## config.mk

```make
export PLATFORM = sky130hd
export DESIGN_NAME = wiggle_trace_fill_generator_core
export DESIGN_NICKNAME = d
export VERILOG_FILES = /design/src/sv/wtfg_pkg.sv /design/src/sv/wiggle_trace_fill_generator_core.sv /design/src/sv/wtfg_ctrl.sv /design/src/sv/wtfg_dpath.sv
export SDC_FILE = /design/constraint.sdc
export NUM_CORES = 1
export LEC_CHECK = 0
export ABC_AREA = 0
export BUFFER_PORTS_ARGS = -buffer_cell sky130_fd_sc_hd__buf_4
export CELL_PAD_IN_SITES_DETAIL_PLACEMENT = 1
export CELL_PAD_IN_SITES_GLOBAL_PLACEMENT = 2
export CORE_ASPECT_RATIO = 1.5
export CORE_MARGIN = 5
export CORE_UTILIZATION = 40
export DETAILED_ROUTE_END_ITERATION = 10
export GPL_TIMING_DRIVEN = 0
export HOLD_SLACK_MARGIN = 0.06
export PLACE_DENSITY = 0.91
export SYNTH_ARGS = -nofsm -noshare
export SYNTH_HDL_FRONTEND = slang
export SYNTH_HIERARCHICAL = 1
export SYNTH_SLANG_ARGS = --single-unit
export TNS_END_PERCENT = 100
```

## constraint.sdc

```tcl
create_clock -name clk -period 10.75 [get_ports clk]
set_input_delay 1.075 -clock clk [delete_from_list [all_inputs] [get_ports clk]]
set_output_delay 1.075 -clock clk [all_outputs]
set_load 0.1 [all_outputs]
```

## src/sv/wtfg_pkg.sv

```systemverilog
// Shared types and constants for the wiggle trace fill generator.
package wtfg_pkg;

  // Sample format and sample counter widths.
  localparam int unsigned SAMPLE_W = 16;
  localparam int unsigned INDEX_W  = 12;
  localparam int unsigned FRAC_W   = 12;
  localparam int unsigned TIME_W   = INDEX_W + FRAC_W;
  localparam int unsigned KIND_W   = 2;
  localparam int unsigned OVL_W    = 3;
  localparam int unsigned CFG_W    = 3;

  // Default trace length limit.
  localparam int unsigned MAX_SAMPLES_DEF = 4096;

  // Threshold used when fill is enabled: 0.001 rounded to Q3.12.
  localparam logic signed [SAMPLE_W-1:0] FILL_THRESH = 16'sd4;

  // Configuration register indexes.
  localparam logic CFG_FILL_ENABLE = 1'b0;
  localparam logic CFG_OVERLAP     = 1'b1;

  // Pen command codes.
  localparam logic [KIND_W-1:0] KIND_MOVE    = 2'd0;
  localparam logic [KIND_W-1:0] KIND_DRAW    = 2'd1;
  localparam logic [KIND_W-1:0] KIND_FILL    = 2'd2;
  localparam logic [KIND_W-1:0] KIND_ABANDON = 2'd3;

  // Controller to datapath commands.
  typedef struct packed {
    logic load;
    logic div_step;
    logic emit;
  } ctl_cmd_t;

  // Datapath to controller status.
  typedef struct packed {
    logic need_div;
    logic out_free;
    logic one_left;
  } ctl_sts_t;

endpackage

```

## src/sv/wiggle_trace_fill_generator_core.sv

```systemverilog
// A sample is taken in the idle state and passes through the divide state, where
// the 12-step serial divider runs only when a threshold crossing needs it. Its 1 to 5
// result words are then registered one at a time while the output register is free,
// and no new sample is taken until the last of them is emitted.
// Reset (synchronous, rst_n low) clears the trace state, the pending results and
// the output valid flag, and sets fill enable to 1 and overlap to 2.
module wiggle_trace_fill_generator_core #(
  parameter int unsigned MAX_SAMPLES = wtfg_pkg::MAX_SAMPLES_DEF
) (
  input  logic                                  clk,
  input  logic                                  rst_n,
  input  logic                                  cfg_we,
  input  logic                                  cfg_index,
  input  logic [wtfg_pkg::CFG_W-1:0]            cfg_wdata,
  input  logic                                  in_valid,
  output logic                                  in_stall,
  input  logic signed [wtfg_pkg::SAMPLE_W-1:0]  in_sample,
  input  logic                                  in_trace_end,
  output logic                                  out_valid,
  input  logic                                  out_stall,
  output logic [wtfg_pkg::KIND_W-1:0]           out_kind,
  output logic signed [wtfg_pkg::SAMPLE_W-1:0]  out_amplitude,
  output logic [wtfg_pkg::TIME_W-1:0]           out_time_pos,
  output logic                                  out_poly_end,
  output logic                                  out_last_result
);

  wtfg_pkg::ctl_cmd_t cmd;
  wtfg_pkg::ctl_sts_t sts;

  // Sequencing of accept, divide and emit.
  wtfg_ctrl u_ctrl (
    .clk      (clk),
    .rst_n    (rst_n),
    .in_valid (in_valid),
    .in_stall (in_stall),
    .sts      (sts),
    .cmd      (cmd)
  );

  // Trace state, divider and result register.
  wtfg_dpath #(
    .MAX_SAMPLES (MAX_SAMPLES)
  ) u_dpath (
    .clk             (clk),
    .rst_n           (rst_n),
    .cfg_we          (cfg_we),
    .cfg_index       (cfg_index),
    .cfg_wdata       (cfg_wdata),
    .in_sample       (in_sample),
    .in_trace_end    (in_trace_end),
    .out_stall       (out_stall),
    .out_valid       (out_valid),
    .out_kind        (out_kind),
    .out_amplitude   (out_amplitude),
    .out_time_pos    (out_time_pos),
    .out_poly_end    (out_poly_end),
    .out_last_result (out_last_result),
    .cmd             (cmd),
    .sts             (sts)
  );

endmodule

```

## src/sv/wtfg_ctrl.sv

```systemverilog
// Controller state machine: accept, divide and emit sequencing.
module wtfg_ctrl (
  input  logic               clk,
  input  logic               rst_n,
  input  logic               in_valid,
  output logic               in_stall,
  input  wtfg_pkg::ctl_sts_t sts,
  output wtfg_pkg::ctl_cmd_t cmd
);

  localparam logic [1:0] ST_IDLE = 2'd0;
  localparam logic [1:0] ST_DIV  = 2'd1;
  localparam logic [1:0] ST_EMIT = 2'd2;

  localparam int unsigned DIV_STEPS = wtfg_pkg::FRAC_W;
  localparam int unsigned CNT_W     = $clog2(DIV_STEPS);

  logic [1:0]       state_r, state_nxt;
  logic [CNT_W-1:0] cnt_r, cnt_nxt;

  // Input words are taken only while no item is in progress.
  assign in_stall = (state_r != ST_IDLE);

  always_comb begin
    state_nxt    = state_r;
    cnt_nxt      = cnt_r;
    cmd.load     = 1'b0;
    cmd.div_step = 1'b0;
    cmd.emit     = 1'b0;
    case (state_r)
      ST_IDLE: begin
        if (in_valid) begin
          cmd.load  = 1'b1;
          state_nxt = ST_DIV;
        end
      end
      ST_DIV: begin
        // Skip the divider when no crossing point is needed.
        if (!sts.need_div) begin
          state_nxt = ST_EMIT;
        end else begin
          cmd.div_step = 1'b1;
          if (cnt_r == CNT_W'(DIV_STEPS - 1)) begin
            cnt_nxt   = '0;
            state_nxt = ST_EMIT;
          end else begin
            cnt_nxt = cnt_r + 1'b1;
          end
        end
      end
      ST_EMIT: begin
        if (sts.out_free) begin
          cmd.emit = 1'b1;
          if (sts.one_left) begin
            state_nxt = ST_IDLE;
          end
        end
      end
      default: begin
        state_nxt = ST_IDLE;
        cnt_nxt   = '0;
      end
    endcase
  end

  always_ff @(posedge clk) begin
    if (!rst_n) begin
      state_r <= ST_IDLE;
      cnt_r   <= '0;
    end else begin
      state_r <= state_nxt;
      cnt_r   <= cnt_nxt;
    end
  end

`ifndef SYNTHESIS
  // A result word is only loaded when the output register can take it.
  a_emit_free: assert property (@(posedge clk) disable iff (!rst_n)
    cmd.emit |-> sts.out_free)
    else $error("emit while output register busy");

  // The divide counter stays within the step count.
  a_div_cnt: assert property (@(posedge clk) disable iff (!rst_n)
    (state_r == ST_DIV) |-> (cnt_r < CNT_W'(DIV_STEPS)))
    else $error("divide counter out of range");
`endif

endmodule

```

## src/sv/wtfg_dpath.sv

```systemverilog
// Datapath: trace state, result list, crossing divider and output register.
module wtfg_dpath #(
  parameter int unsigned MAX_SAMPLES = wtfg_pkg::MAX_SAMPLES_DEF
) (
  input  logic                                  clk,
  input  logic                                  rst_n,
  input  logic                                  cfg_we,
  input  logic                                  cfg_index,
  input  logic [wtfg_pkg::CFG_W-1:0]            cfg_wdata,
  input  logic signed [wtfg_pkg::SAMPLE_W-1:0]  in_sample,
  input  logic                                  in_trace_end,
  input  logic                                  out_stall,
  output logic                                  out_valid,
  output logic [wtfg_pkg::KIND_W-1:0]           out_kind,
  output logic signed [wtfg_pkg::SAMPLE_W-1:0]  out_amplitude,
  output logic [wtfg_pkg::TIME_W-1:0]           out_time_pos,
  output logic                                  out_poly_end,
  output logic                                  out_last_result,
  input  wtfg_pkg::ctl_cmd_t                    cmd,
  output wtfg_pkg::ctl_sts_t                    sts
);

  localparam int unsigned SW = wtfg_pkg::SAMPLE_W;
  localparam int unsigned IW = wtfg_pkg::INDEX_W;
  localparam int unsigned FW = wtfg_pkg::FRAC_W;
  localparam int unsigned TW = wtfg_pkg::TIME_W;
  localparam int unsigned KW = wtfg_pkg::KIND_W;
  localparam int unsigned OW = wtfg_pkg::OVL_W;
  localparam int unsigned NSLOT = 9;
  localparam logic [IW-1:0] LAST_IDX = IW'(MAX_SAMPLES - 1);

  // Result slots in emission order.
  localparam int unsigned SL_MOVE    = 0;
  localparam int unsigned SL_DRAW    = 1;
  localparam int unsigned SL_START_S = 2;
  localparam int unsigned SL_START_P = 3;
  localparam int unsigned SL_ABANDON = 4;
  localparam int unsigned SL_RISE    = 5;
  localparam int unsigned SL_SAMPLE  = 6;
  localparam int unsigned SL_FALL    = 7;
  localparam int unsigned SL_CLOSE   = 8;

  // Configuration and trace state.
  logic                 fill_en_r;
  logic [OW-1:0]        overlap_r;
  logic signed [SW-1:0] prev_r, prev_nxt;
  logic [IW-1:0]        idx_r, idx_nxt;
  logic                 open_r, open_nxt;

  // Per-item working registers.
  logic signed [SW-1:0] d_r, p_r, thr_r;
  logic [IW-1:0]        item_idx_r;
  logic [NSLOT-1:0]     mask_r, mask_nxt;
  logic [SW-1:0]        rem_r, ud_r;
  logic [FW-1:0]        q_r;

  // Output register.
  logic                 out_valid_r, out_valid_nxt;
  logic [KW-1:0]        out_kind_r, kind_nxt;
  logic signed [SW-1:0] out_amp_r, amp_nxt;
  logic [TW-1:0]        out_time_r, time_nxt;
  logic                 out_pend_r, pend_nxt;
  logic                 out_last_r;

  logic signed [SW-1:0] thr;
  logic                 first, last, gt_d, lt_d, gt_p, start, rise, fall;
  logic signed [SW:0]   diff_n, diff_d;
  logic [SW-1:0]        un, ud;
  logic [SW:0]          rem_sh;
  logic [NSLOT-1:0]     lowest;
  logic [TW-1:0]        t_cross, t_here;

  // Threshold from the configuration.
  assign thr = fill_en_r ? wtfg_pkg::FILL_THRESH
                         : SW'(signed'({1'b0, overlap_r, {FW{1'b0}}}));

  // Classify the incoming sample against the previous one.
  assign first = (idx_r == '0);
  assign last  = in_trace_end || (idx_r >= LAST_IDX);
  assign gt_d  = (in_sample > thr);
  assign lt_d  = (in_sample < thr);
  assign gt_p  = (prev_r > thr);
  assign start = !first && (idx_r == IW'(1)) && gt_p && gt_d;
  assign rise  = !first && gt_d && !gt_p;
  assign fall  = !first && lt_d && gt_p;

  // Build the list of results this sample causes.
  always_comb begin
    mask_nxt             = '0;
    mask_nxt[SL_MOVE]    = first;
    mask_nxt[SL_DRAW]    = !first;
    mask_nxt[SL_START_S] = start;
    mask_nxt[SL_START_P] = start;
    mask_nxt[SL_ABANDON] = rise && open_r;
    mask_nxt[SL_RISE]    = rise;
    mask_nxt[SL_SAMPLE]  = !first && gt_d;
    mask_nxt[SL_FALL]    = fall && open_r;
    mask_nxt[SL_CLOSE]   = !first && !fall && last && (open_r || start || rise);
  end

  // Next trace state.
  always_comb begin
    prev_nxt = in_sample;
    if (first) begin
      open_nxt = 1'b0;
      idx_nxt  = in_trace_end ? '0 : IW'(1);
    end else if (last) begin
      open_nxt = 1'b0;
      idx_nxt  = '0;
    end else begin
      open_nxt = fall ? 1'b0 : (open_r || start || rise);
      idx_nxt  = idx_r + 1'b1;
    end
  end

  // Crossing operands: distance to threshold over distance between samples.
  assign diff_n = {thr[SW-1], thr} - {prev_r[SW-1], prev_r};
  assign diff_d = {in_sample[SW-1], in_sample} - {prev_r[SW-1], prev_r};
  assign un     = diff_n[SW] ? SW'(-diff_n) : diff_n[SW-1:0];
  assign ud     = diff_d[SW] ? SW'(-diff_d) : diff_d[SW-1:0];

  // One restoring divide step per cycle.
  assign rem_sh = {rem_r, 1'b0};

  // Pick the next result slot.
  assign lowest       = mask_r & (~mask_r + 1'b1);
  assign t_cross      = {item_idx_r - 1'b1, q_r};
  assign t_here       = {item_idx_r, {FW{1'b0}}};
  assign sts.need_div = mask_r[SL_RISE] || mask_r[SL_FALL];
  assign sts.out_free = !out_valid_r || !out_stall;
  assign sts.one_left = ((mask_r & (mask_r - 1'b1)) == '0);

  always_comb begin
    kind_nxt = wtfg_pkg::KIND_FILL;
    amp_nxt  = thr_r;
    time_nxt = t_here;
    pend_nxt = 1'b0;
    case (1'b1)
      mask_r[SL_MOVE]: begin
        kind_nxt = wtfg_pkg::KIND_MOVE;
        amp_nxt  = d_r;
        time_nxt = '0;
      end
      mask_r[SL_DRAW]: begin
        kind_nxt = wtfg_pkg::KIND_DRAW;
        amp_nxt  = d_r;
      end
      mask_r[SL_START_S]: begin
        time_nxt = '0;
      end
      mask_r[SL_START_P]: begin
        amp_nxt  = p_r;
        time_nxt = '0;
      end
      mask_r[SL_ABANDON]: begin
        kind_nxt = wtfg_pkg::KIND_ABANDON;
        amp_nxt  = '0;
        time_nxt = '0;
      end
      mask_r[SL_RISE]: begin
        time_nxt = t_cross;
      end
      mask_r[SL_SAMPLE]: begin
        amp_nxt = d_r;
      end
      mask_r[SL_FALL]: begin
        time_nxt = t_cross;
        pend_nxt = 1'b1;
      end
      mask_r[SL_CLOSE]: begin
        pend_nxt = 1'b1;
      end
      default: begin
        kind_nxt = wtfg_pkg::KIND_FILL;
      end
    endcase
  end

  assign out_valid_nxt = cmd.emit ? 1'b1 : (out_valid_r && out_stall);

  // Control state and configuration registers.
  always_ff @(posedge clk) begin
    if (!rst_n) begin
      fill_en_r   <= 1'b1;
      overlap_r   <= OW'(2);
      prev_r      <= '0;
      idx_r       <= '0;
      open_r      <= 1'b0;
      mask_r      <= '0;
      out_valid_r <= 1'b0;
    end else begin
      if (cfg_we) begin
        case (cfg_index)
          wtfg_pkg::CFG_FILL_ENABLE: fill_en_r <= cfg_wdata[0];
          wtfg_pkg::CFG_OVERLAP:     overlap_r <= cfg_wdata[OW-1:0];
          default:                   overlap_r <= overlap_r;
        endcase
      end
      if (cmd.load) begin
        prev_r <= prev_nxt;
        idx_r  <= idx_nxt;
        open_r <= open_nxt;
        mask_r <= mask_nxt;
      end else if (cmd.emit) begin
        mask_r <= mask_r & ~lowest;
      end
      out_valid_r <= out_valid_nxt;
    end
  end

  // Payload registers.
  always_ff @(posedge clk) begin
    if (cmd.load) begin
      d_r        <= in_sample;
      p_r        <= prev_r;
      thr_r      <= thr;
      item_idx_r <= idx_r;
      rem_r      <= un;
      ud_r       <= ud;
      q_r        <= '0;
    end else if (cmd.div_step) begin
      if (rem_sh >= {1'b0, ud_r}) begin
        rem_r <= SW'(rem_sh - {1'b0, ud_r});
        q_r   <= {q_r[FW-2:0], 1'b1};
      end else begin
        rem_r <= rem_sh[SW-1:0];
        q_r   <= {q_r[FW-2:0], 1'b0};
      end
    end
    if (cmd.emit) begin
      out_kind_r <= kind_nxt;
      out_amp_r  <= amp_nxt;
      out_time_r <= time_nxt;
      out_pend_r <= pend_nxt;
      out_last_r <= sts.one_left;
    end
  end

  assign out_valid       = out_valid_r;
  assign out_kind        = out_kind_r;
  assign out_amplitude   = out_amp_r;
  assign out_time_pos    = out_time_r;
  assign out_poly_end    = out_pend_r;
  assign out_last_result = out_last_r;

`ifndef SYNTHESIS
  // The crossing fraction is below one, so the partial remainder starts below the divisor.
  a_frac_range: assert property (@(posedge clk) disable iff (!rst_n)
    cmd.load |=> (!(mask_r[SL_RISE] || mask_r[SL_FALL]) || (rem_r < ud_r)))
    else $error("crossing numerator not below divisor");

  // The word flagged as last leaves no pending result behind.
  a_last_clears: assert property (@(posedge clk) disable iff (!rst_n)
    (cmd.emit && sts.one_left) |=> (mask_r == '0))
    else $error("results pending after last word");
`endif

endmodule
```

## Yosys cells after proc, flatten, opt, wreduce, memory -nomap -nowiden

Cells that the tools add are included.

- Flip-flop bits (word level): 197
- Logic and storage cells: 142

- Add/subtract/negate cells: 10
- Magnitude comparators: 5
- Bitwise operators: 7
- Eq/ne operators: 9
- Multiplexer cells: 51
- Reductions and logical operators: 37

Operators with widths:

| kind | count |
|---|---|
| 2-to-1 mux 16 bit | 12 |
| 2-to-1 mux 24 bit | 7 |
| subtractor 16 x 16 -> 17 bit | 2 |
| greater-than comparator 16 bit | 2 |
| negation 16 bit | 2 |
| bitwise AND 9 bit | 3 |
| 2-to-1 mux 12 bit | 2 |
| 2-to-1 mux 9 bit | 2 |
| NOT 9 bit | 2 |
| greater-or-equal comparator 17 x 16 -> 1 bit | 1 |
| < comparator 16 bit | 1 |
| 2-to-1 mux 1 bit | 16 |
| subtractor 16 bit | 1 |
| 2-to-1 mux 15 bit | 1 |
| 2-to-1 mux 2 bit | 7 |
| logical AND 1 bit | 13 |
| adder 12 x 1 -> 12 bit (second input constant) | 1 |
| == test 12 x 1 -> 1 bit (second input constant) | 1 |
| greater-or-equal comparator 12 bit (second input constant) | 1 |
| zero test 12 bit | 1 |
| subtractor 12 x 1 -> 12 bit (second input constant) | 1 |
| adder 9 x 1 -> 9 bit (second input constant) | 1 |
| zero test 9 bit | 1 |
| subtractor 9 x 1 -> 9 bit (second input constant) | 1 |
| other kinds (20) | 37 |

## Logic depth before layout (Yosys ltp)

Gate-level depths: netlist of run 1.

- Depth in word-level cells: 10
- Gate-level depth with buffers: 13

## Cells and area by module

The synthesis of run 1 kept the hierarchy.

By module, submodules not included:

| module | cells an instance | times used | seq. area each (µm²) | area each (µm²) |
|---|---|---|---|---|
| wtfg_dpath | 1005 | 1 | 4824.6 | 10154.7 |
| wtfg_ctrl | 41 | 1 | 120.1 | 326.6 |

## Worst setup path before layout of run 1

OpenSTA, ideal clock, no wires.

- Kind: input port to flip-flop
- From: in in_valid
- To: reg u_dpath.rem_r[0] (enable)
- Setup slack: 5385 ps
- Stages on the path: 5
- Arrival: 5032 ps
- Cell sequence: inv_1 -> nor2_1 -> clkbuf_1 -> buf_1 -> or2_2

RTL lines:

| item | line | source |
|---|---|---|
| start: declaration | wiggle_trace_fill_generator_core.sv:15 | `input logic in_valid,` |
| end signal: assignment | wtfg_dpath.sv:218 | `rem_r <= un;` |
| end signal: assignment | wtfg_dpath.sv:223 | `rem_r <= SW'(rem_sh - {1'b0, ud_r});` |
| end signal: assignment | wtfg_dpath.sv:226 | `rem_r <= rem_sh[SW-1:0];` |
| end: declaration | wtfg_dpath.sv:54 | `logic [SW-1:0] rem_r, ud_r;` |

## Worst setup path in the final report of run 1

- From: in in_sample[0] in the netlist's numbering
- To: reg u_dpath.ud_r[13] (data pin)

- Word-level cells in the longest chain between the ends: 3

RTL lines:

| item | line | source |
|---|---|---|
| start: declaration | wiggle_trace_fill_generator_core.sv:17 | `input logic signed [wtfg_pkg::SAMPLE_W-1:0] in_sample,` |
| subtractor 16 x 16 -> 17 bit * | wtfg_dpath.sv:118 | `assign diff_d = {in_sample[SW-1], in_sample} - {prev_r[SW-1], prev_r};` |
| negation 16 bit | wtfg_dpath.sv:120 | `assign ud = diff_d[SW] ? SW'(-diff_d) : diff_d[SW-1:0];` |
| 2-to-1 mux 16 bit * | wtfg_dpath.sv:120 |  |
| named net u_dpath.ud[13] | wtfg_dpath.sv:68 | `logic [SW-1:0] un, ud;` |
| end signal: assignment | wtfg_dpath.sv:219 | `ud_r <= ud;` |
| end: declaration | wtfg_dpath.sv:54 |  |

The timed path passes the listed nets; every way through them passes the cells marked *.
A chain may end at the register's enable or synchronous reset.

==> results.md, run 1 <==
* Status: finished, final reports clean
* Area Overhead vs Synth at 15.3%
* Drt pass-1 iters at 5
* Min Tclk post-route at 4.15 ns
* P_sw at between 0.7 and 0.8 mW
* Ant diodes at 0
* Max_cap viols at 0
* Port bufs at 71
* Hpwl dp at 22500 um
* Design internal power at 1.45 mW
* H-tree levels at 4
* Slew HR at between 30% and 40%
* Initial antenna violation count at 0
* Crit end category: flop
* Initial core utilization at 40.5%
* Post-synth top flop: edfxtp_1
* Post_cts resized at 0
* Mapped cell area at around 10000 um2
* Period utilization at 38.6%
* Critical path fanouts, max at 6
* Slew @ Worst Pin at slightly below 1 ns
* Clock-pin slew on the worst setup and hold paths at 0.07 ns
* CTS Buf Count at 17
* Yosys cell types at 78
* Nets at 1213
* Clock latency on the worst-skew pair at 0.44 ns
* FILL cells at about 2900
* WP data required at 10.93 ns
* First-pass GRT wire length at around 47000 um
* Total track usage at 20.0%
* Flop pwr share at 39.8%
* CP startpoint kind: primary input
* Clock sink count at 185
* Critical path class: primary input to flop
* Ys async rst share at 0%
* Fraction of layout cells with a size suffix above 1 at between 10% and 20%
* Post-CTS setup buffers at 0
* Hold Buf Count CTS at 0
* Routed wire length at between 20000 and 30000 um
* Final setup fails at 0
* GPL Wtd Cong at 0.850
* Die W at about 140 um
* Die height at ~210 um
* Ys Warns at 6
* Vias in the first global route at between 8000 and 9000
* Grt total ovfl at 0
* Dpl cells at between 1000 and 1500
* Sw frac at roughly a third
* Core footprint at approximately 26000 um2
* Via count at roughly 8400
* Unrepaired setup endpoints after global routing: false
* Combinational power share at between 30% and 40%
* Largest net degree at the start of global routing at 43
* Fmax at between 200 and 250 MHz
* DR DRC count at 0
* Drt initial violations at 406
* Worst VDD drop at ~0.00012 V
* Post-synth EDFFs at ~120
* Final hold violation count at 0
* Power per cell area at 180 nW/um2
* Die area at 29600 um2
* Layout Cells excl Fill at 1485
* CTS Root Cell: clkbuf_16
* Via density at 5.66
* Row count at between 70 and 80
* Ports at between 70 and 80
* Synth Instances at about 1000
* Syn avg cell area at around 10 um2
* Yosys reg bits at approximately 190
* CTS max path bufs at 2
* Setup TNS at 0 ns
* Synth Net Count at 1120
* Avg WL per Cell at 20.0 um
* Clk_skew at 0.00959 ns
* Clock power frac at roughly 29%
* CTS tree: built
* Crit path DAT at ~4.3 ns
* Final ANT Viol Nets at 0
* Sequential fraction of the synthesis area at approximately 47%
* Hold crit path type: flop to flop
* Slew Viols, Final at 0
* Pleak at 4.71 nW
## power by group through the flow
| stage | sequential, mW | clock, mW | combinational (mW) |
|---|---|---|---|
| after CTS | 0.869 | 0.642 | 0.683 |
| after detailed placement | 0.884 | 0 | 0.675 |
| after global placement | 0.883 | 0 | 0.653 |
| after floorplan | 0.903 | 0 | 0.467 |
| after global routing | 0.874 | 0.672 | 0.743 |
| final | 0.869 | 0.632 | 0.681 |
## state kept, by name, summed over array words and instances, names as in the netlist, 2 cells and up
register / flops
u_ctrl/cnt_r: 4
u_ctrl/state_r: 2
u_dpath/d_r: 16
u_dpath/idx_r: 12
u_dpath/item_idx_r: 12
u_dpath/mask_r: 9
u_dpath/out_amplitude: 16
u_dpath/out_kind: 2
u_dpath/out_time_pos: 24
u_dpath/overlap_r: 3
u_dpath/p_r: 16
u_dpath/prev_r: 16
u_dpath/q_r: 12
u_dpath/rem_r: 16
u_dpath/thr_r: 4
u_dpath/ud_r: 16
## area by class of cell
class	count	area [um2]	share of cell area, %
multi-input cells	751	5120	42.3
flip-flops and latches	185	4940	40.9
repair buffers	74	593	4.91
clock buffers	19	443	3.66
well taps	333	417	3.45
inverters	74	278	2.30
plain buffers	36	151	1.25
clock inverters	13	144	1.19
## through the flow
| stage | util (%) | power (mW) | cell area, um2 | setup slack (ns) | hold slack [ns] |
|---|---|---|---|---|---|
| 2_1_floorplan | - | 1.37 | 10500 | 5.38 | 0.406 |
| 3_3_place_gp | 44.2 | 1.54 | 11400 | 3.32 | 0.426 |
| 3_5_place_dp | 44.5 | 1.56 | 11500 | 6.25 | 0.415 |
| 4_1_cts | 46.7 | 2.19 | 12100 | 6.68 | 0.425 |
| 5_1_grt | 46.7 | 2.29 | 12100 | 6.53 | 0.435 |
| 6_report | 46.7 | 2.18 | 12100 | 6.60 | 0.427 |
## metal layers
layer	wire length [um]	GRT usage [%]	vias up	share of wire, %
met5	0	0	-	0
met4	917	7.35	0	3.1
met3	928	2.89	54	3.1
met2	16500	38.5	179	56
met1	11300	21.5	4190	38
li1	-	-	3989	-
## placed cells by master (no fill, tap or decap), types with 4 or more instances in the layout
| master | synthesis | routed |
|---|---|---|
| edfxtp_1 | 124 | 124 |
| a31oi_1 | 6 | 6 |
| o211a_1 | 4 | 4 |
| o31ai_1 | 14 | 14 |
| nand2b_1 | 13 | 13 |
| xnor2_1 | 42 | 42 |
| mux2i_1 | 44 | 44 |
| a21oi_1 | 54 | 54 |
| or2_2 | 11 | 11 |
| a21boi_0 | 5 | 5 |
| o211ai_1 | 7 | 7 |
| or4_1 | 6 | 6 |
| buf_4 | 2 | 73 |
| and3_1 | 23 | 22 |
| ha_1 | 46 | 46 |
| nor3b_1 | 6 | 6 |
| a22o_1 | 13 | 13 |
| nor4_1 | 14 | 14 |
| a21o_1 | 15 | 15 |
| buf_1 | 6 | 6 |
| xor2_1 | 24 | 24 |
| a211oi_1 | 4 | 4 |
| and2_1 | 4 | 4 |
| inv_1 | 74 | 74 |
| dfxtp_1 | 61 | 61 |
| nor2_1 | 101 | 100 |
| a211o_1 | 6 | 6 |
| o21ai_0 | 46 | 46 |
| nand3_1 | 20 | 20 |
| nor3_1 | 24 | 24 |
| o21a_1 | 12 | 12 |
| or3_1 | 12 | 12 |
| a22oi_1 | 4 | 4 |
| clkbuf_16 | 0 | 17 |
| nand2_1 | 84 | 84 |
| clkbuf_1 | 26 | 27 |
| nand4_1 | 8 | 8 |
| nor2b_1 | 12 | 12 |
## synth_stat cells, types with 3 or more instances
cell,count,area [um2]
nand3b_1,3,22.5
or3b_1,3,26.3
a31o_2,3,26.3
a31oi_1,6,37.5
o21a_1,12,90.1
a211oi_1,4,30.0
and2_1,4,25.0
nor2b_1,12,75.1
nor3b_1,6,45.0
a21o_1,15,113
o21ai_1,3,15.0
o21ai_0,46,230
o211a_1,4,40.0
a22oi_1,4,30.0
buf_1,6,22.5
a222oi_1,3,30.0
o211ai_1,7,52.6
clkbuf_1,26,97.6
o31a_1,3,26.3
nand4_1,8,50.1
nor2_1,101,379
xnor2_1,42,368
a21oi_1,54,270
dfxtp_1,61,1220
and3_1,23,144
nor3_1,24,120
mux2i_1,44,440
or2_2,11,68.8
nand2b_1,13,81.3
inv_1,74,278
or3_1,12,75.1
a21boi_0,5,37.5
o31ai_1,14,105
maj3_1,3,30.0
a22o_1,13,114
or4_1,6,45.0
nand2_1,84,315
edfxtp_1,124,3720
ha_1,46,576
a211o_1,6,52.6
xor2_1,24,210
nor4_1,14,87.6
nand3_1,20,100
o21bai_1,3,22.5
## critical path, stage by stage
cell     delay (ns)
buf_4          0.13
inv_1          0.11
ha_1           0.19
inv_1          0.06
fa_1           0.40
a211o_1        0.32
a21oi_1        0.25
o211a_1        0.29
o31ai_1        0.11
and3_1         0.22
o41ai_2        0.73
o21ai_0        0.26
xnor2_1        0.18
## worst paths after layout
kind / from / endpoint / slack (ns) / cells past startpoint
worst max register to register: u_dpath/prev_r[0] / u_dpath/ud_r[13] / 6.89 / 11
worst max-delay path: in_sample[0] / u_dpath/ud_r[13] / 6.60 / 13
worst min-delay path: u_dpath/prev_r[12] / u_dpath/p_r[12] / 0.43 / 0
worst min register to register: u_dpath/prev_r[12] / u_dpath/p_r[12] / 0.43 / 0
## cell families (layout without fill, tap and decap cells)
logic type / after synthesis / count (layout) / share of synthesized area (%)
muxes: 45 / 45 / 4.31
AOI/OAI and AO/OA: 236 / 236 / 16.0
DFF: 185 / 185 / 47.2
buffers and inverters: 110 / 216 / 4.09
adders and majority gates: 51 / 51 / 6.16
and+or+nand+nor: 352 / 352 / 16.6
xor gates and xnor gates: 67 / 67 / 5.67
(Power assumes the default switching activity.)
==> run 2: changes to the inputs <==
--- a/config.mk
+++ b/config.mk
@@ -11,11 +11,11 @@
 export CELL_PAD_IN_SITES_GLOBAL_PLACEMENT = 2
 export CORE_ASPECT_RATIO = 1.5
 export CORE_MARGIN = 5
-export CORE_UTILIZATION = 40
+export CORE_UTILIZATION = 36
 export DETAILED_ROUTE_END_ITERATION = 10
 export GPL_TIMING_DRIVEN = 0
 export HOLD_SLACK_MARGIN = 0.06
-export PLACE_DENSITY = 0.91
+export PLACE_DENSITY = 0.87
 export SYNTH_ARGS = -nofsm -noshare
 export SYNTH_HDL_FRONTEND = slang
 export SYNTH_HIERARCHICAL = 1
==> constraint.sdc (replaced) <==
create_clock -name clk -period 3.75 [get_ports clk]
set_input_delay 0.375 -clock clk [delete_from_list [all_inputs] [get_ports clk]]
set_output_delay 0.375 -clock clk [all_outputs]
set_load 0.1 [all_outputs]
==> results.md, run 2 (synthesis gave the netlist of run 1 again) <==
* Status: finished, final reports clean
* Launching point of the worst reg2reg path: u_dpath/prev_r[0]
* Largest net degree at the start of global routing at 43
* GPL Wtd Cong at 0.838
* Crit path DAT at 3.76 ns
* Fmax at between 200 and 300 MHz
* Avg WL per Cell at around 19 um
* CP Launch Point: u_dpath/prev_r[0]
* Clock sink count at 185
* Total chip power at 6.22 mW
* Pleak at 4.72 nW
* Commonest non-fill, non-tap cells in the layout: edfxtp_1 (124), nor2_1 (100), nand2_1 (84)
* Via count at a little over 8000
* CTS tree: built
* Routed wire length at 29300 um
* Final setup fails at 0
* Total track usage at 18.5%
* Unrepaired setup endpoints after global routing: false
* Core footprint at 28700 um2
* Die area at 32700 um2
* Drt initial violations at 348
* Die W at around 150 um
* CTS Root Cell: clkbuf_16
* Hold Worst Slack at 0.155 ns
* Hold crit path type: primary input to flop
* Crit end category: flop
* Die height at ~220 um
* Slew @ Worst Pin at between 0.8 and 0.9 ns
* Ant diodes at 0
* Pre-CTS worst setup slack at -0.120 ns
* WP data required at 4.01 ns
* Area Overhead vs Synth at 16.4%
* Via density at 5.36
* Min Tclk post-route at roughly 3.5 ns
* Final hold violation count at 0
* Hold Buf Count CTS at 0
* CTS Buf Count at 17
* Largest register FFs at 24
* CP startpoint kind: flop
* Row count at between 70 and 80
* DR DRC count at 0
* Final WS setup at between 0.2 and 0.25 ns
* Critical path class: flop to flop
* Critical path fanouts, max at 10
* Worst VDD drop at about 0.00027 V
* Commonest non-fill, non-tap cell in the layout: edfxtp_1
* Final ANT Viol Nets at 0
* Clock latency on the worst-skew pair at 0.45 ns
* Initial antenna violation count at 0
* Max_cap viols at 0
* Clock-pin slew on the worst setup and hold paths at 0.07 ns
* Worst reg2reg endpoint: u_dpath/ud_r[6]
* Period utilization at between 90 and 100%
* Nets at between 1000 and 1500
* Worst R2R Path Depth at 11
* Post_cts resized at 1
* Vias in the first global route at ~8900
* Ports at approximately 70
* Initial core utilization at between 30% and 40%
* CTS max path bufs at 2
* Grt total ovfl at 0
* Port bufs at 71
* Layout Cells excl Fill at between 1500 and 2000
* Dpl cells at 1510
* R2r setup slk at 0.25 ns
* Clk_skew at 0.0131 ns
* Slew Viols, Final at 0
* Setup crit end: u_dpath/ud_r[6]
* Drt pass-1 iters at 4
* H-tree levels at 4
* Final Core Density at about 42%
* Fraction of layout cells with a size suffix above 1 at 12.3%
* Post-CTS setup buffers at 0
* First-pass GRT wire length at between 40000 and 50000 um
* Slew HR at between 40% and 50%
* Hpwl dp at between 20000 and 25000 um
* Power per cell area at 509 nW/um2
[run 2: layout make-up]
type                            instances  area (um2)
Clock inverter                         14         164
Tap cell                              390         488
Inverter                               74         278
Multi-Input combinational cell        751        5150
Timing Repair Buffer                   74         593
Buffer                                 35         148
Sequential cell                       185        4950
Fill cell                            3289       16500
Clock buffer                           18         439
[run 2: routing by layer]
metal | vias to the layer above | GRT usage, % | wire (um)
met5 | - | 0 | 0
met4 | 0 | 8.55 | 1130
met3 | 54 | 2.81 | 876
met2 | 143 | 36.4 | 16600
met1 | 4058 | 18.8 | 10700
li1 | 3999 | - | -
[run 2: power breakdown]
| part | total, mW | switching (mW) | internal (mW) | leakage, nW |
|---|---|---|---|---|
| logic | 1.93 | 1.19 | 0.747 | 2.75 |
| registers | 2.48 | 0.0898 | 2.39 | 1.68 |
| clock network | 1.80 | 0.835 | 0.964 | 0.290 |
| total | 6.22 | 2.11 | 4.11 | 4.72 |
[run 2: worst min path at each step]
stage,cells after the start,slack (ns),to,from
after floorplan,0,0.41,u_dpath/p_r[12],u_dpath/prev_r[12]
after global placement,0,0.44,u_dpath/p_r[13],u_dpath/prev_r[13]
after detailed placement,0,0.44,u_dpath/p_r[12],u_dpath/prev_r[12]
after CTS,1,0.13,u_dpath/d_r[7],in_sample[7]
after global routing,1,0.14,u_dpath/d_r[0],in_sample[0]
final,1,0.16,u_dpath/d_r[7],in_sample[7]
[run 2: critical path, stage by stage (launching register included)]
cell	delay [ns]
dfxtp_2	0.42
ha_1	0.22
inv_1	0.06
fa_1	0.41
a211o_1	0.32
a21oi_2	0.21
o211a_1	0.25
o31ai_1	0.11
and3_1	0.23
o41a_1	0.58
a31oi_1	0.24
xor2_1	0.24
[run 2: metrics by stage]
step	cell area, um2	TNS (ns)
floorplan	10500	0
global placement	11500	-18.53
detailed placement	11600	-0.333
CTS	12200	0
global route	12200	0
finish	12200	0
==> run 3: changes to the inputs <==
--- a/config.mk
+++ b/config.mk
@@ -15,7 +15,7 @@
 export DETAILED_ROUTE_END_ITERATION = 10
 export GPL_TIMING_DRIVEN = 0
 export HOLD_SLACK_MARGIN = 0.06
-export PLACE_DENSITY = 0.87
+export PLACE_DENSITY = 0.86
 export SYNTH_ARGS = -nofsm -noshare
 export SYNTH_HDL_FRONTEND = slang
 export SYNTH_HIERARCHICAL = 1
==> results.md, run 3 (synthesis gave the netlist of run 1 again) <==
* Hpwl dp at about 23000 um
* Period utilization at a little over nine tenths
* Ports at between 70 and 80
* Pleak at between 4 and 5 nW
* Area Overhead vs Synth at 16.6%
* Via count at about 8200
* Die height at 219 um
* H-tree levels at 4
* Avg WL per Cell at ~19 um
* Slew @ Worst Pin at between 0.9 and 1 ns
* WP data required at 4.04 ns
* Clock power frac at 30.1%
* Nets at 1213
* Final WS setup at just under 0.2 ns
* P_sw at between 2 and 2.5 mW
* Die area at 32700 um2
* Pre-CTS worst setup slack at -0.0783 ns
* Final Core Density at between 40% and 50%
* CTS Root Cell: clkbuf_16
* Critical path fanouts, max at 10
* Final setup fails at 0
* Clock-pin slew on the worst setup and hold paths at around 0.070 ns
* Drt pass-1 iters at 4
* Final hold violation count at 0
* Worst VDD drop at 0.000257 V
* CP startpoint kind: flop
* Initial antenna violation count at 0
* Row count at 76
* Grt total ovfl at 0
* Total track usage at a little under a fifth
* Vias in the first global route at a little under 9000
* CTS Buf Count at 17
* Crit end category: flop
* Critical path class: flop to flop
* Final ANT Viol Nets at 0
* Total chip power at about 6.4 mW
* Commonest non-fill, non-tap cells in the layout: edfxtp_1 (124), nor2_1 (100), nand2_1 (84)
* Clk_skew at roughly 0.016 ns
* Unrepaired setup endpoints after global routing: false
* Slew HR at roughly a third
* Routed wire length at 29800 um
* CTS tree: built
* Crit path DAT at between 3 and 4 ns
* Via density at about 5.3
* Initial core utilization at a little over a third
* Clock sink count at ~190
* Core footprint at about 29000 um2
* DR DRC count at 0
* Die W at 149 um
* Status: finished, final reports clean
* Fmax at between 200 and 300 MHz
* Hold Buf Count CTS at 0
* Power per cell area at slightly above 500 nW/um2
* Ant diodes at 0
* Flop pwr share at between 30% and 40%
* Layout Cells excl Fill at 1542
* Max_cap viols at 0
* Largest net degree at the start of global routing at 43
* Drt initial violations at about 330
* Port bufs at slightly above 70
* CTS max path bufs at 2
* Dpl cells at 1510
* Largest register FFs at 24
* First-pass GRT wire length at 47300 um
* Slew Viols, Final at 0
* Commonest non-fill, non-tap cell in the layout: edfxtp_1
* Fraction of layout cells with a size suffix above 1 at between 10% and 20%
* Min Tclk post-route at between 3 and 4 ns
* Design internal power at roughly 4.2 mW
* Sw frac at 33.2%
* Hold crit path type: primary input to flop
* Combinational power share at between 30% and 40%
* Clock latency on the worst-skew pair at about 0.46 ns
* GPL Wtd Cong at 0.851
-- run 3: final cells by class --
cell class / count / area [um2]
multi-input cells: 751 / 5130
plain buffers: 36 / 151
flip-flops and latches: 185 / 4950
clock buffers: 23 / 500
repair buffers: 74 / 593
clock inverters: 9 / 125
fillers: 3292 / 16500
well taps: 390 / 488
inverters: 74 / 278
-- run 3: power by group through the flow --
stage	logic [mW]	clock network [mW]	registers [mW]
after floorplan	1.34	0	2.58
after global placement	1.88	0	2.53
after detailed placement	1.95	0	2.53
after CTS	1.96	1.96	2.49
after global routing	2.14	2.03	2.50
final	1.95	1.91	2.49
-- run 3: per-layer routing --
metal,track usage (%),share of wire (%),up-vias
li1,-,-,4005
met1,18.7,38,4100
met2,37.8,58,103
met3,2.35,1.9,40
met4,7.33,2.5,0
met5,0,0,-
-- run 3: path summary, 6_finish.rpt --
check / start / end / slack [ns] / depth (start not counted)
max: u_dpath/prev_r[0] / u_dpath/ud_r[6] / 0.19 / 12
min: in_sample[7] / u_dpath/d_r[7] / 0.13 / 1
max reg2reg: u_dpath/prev_r[0] / u_dpath/ud_r[6] / 0.19 / 12
min reg2reg: u_dpath/prev_r[12] / u_dpath/p_r[12] / 0.45 / 0
-- run 3: stage by stage --
stage          cell area [um2]  hold WS [ns]  TNS, ns
6_report                 12200         0.133        0
5_1_grt                  12200         0.118        0
4_1_cts                  12200         0.115        0
3_5_place_dp             11600         0.431   -0.177
3_3_place_gp             11500         0.436   -19.96
2_1_floorplan            10500         0.406        0
-- run 3: timing repair --
| item | 4_1_cts | 5_1_grt |
|---|---|---|
| resized for setup | 2 | 2 |
| setup endpoints to repair | 2 | 4 |
| setup buffers | 0 | 0 |
-- run 3: critical path, cell delays in order (launching register included) --
cell and delay, ns:
dfxtp_2 0.43, ha_1 0.22, inv_1 0.06, fa_1 0.40, a211o_1 0.32, a21oi_2 0.20
o211a_1 0.25, o31ai_1 0.11, and3_1 0.23, o41a_1 0.45, clkbuf_1 0.25, a31oi_1 0.24
xor2_1 0.22
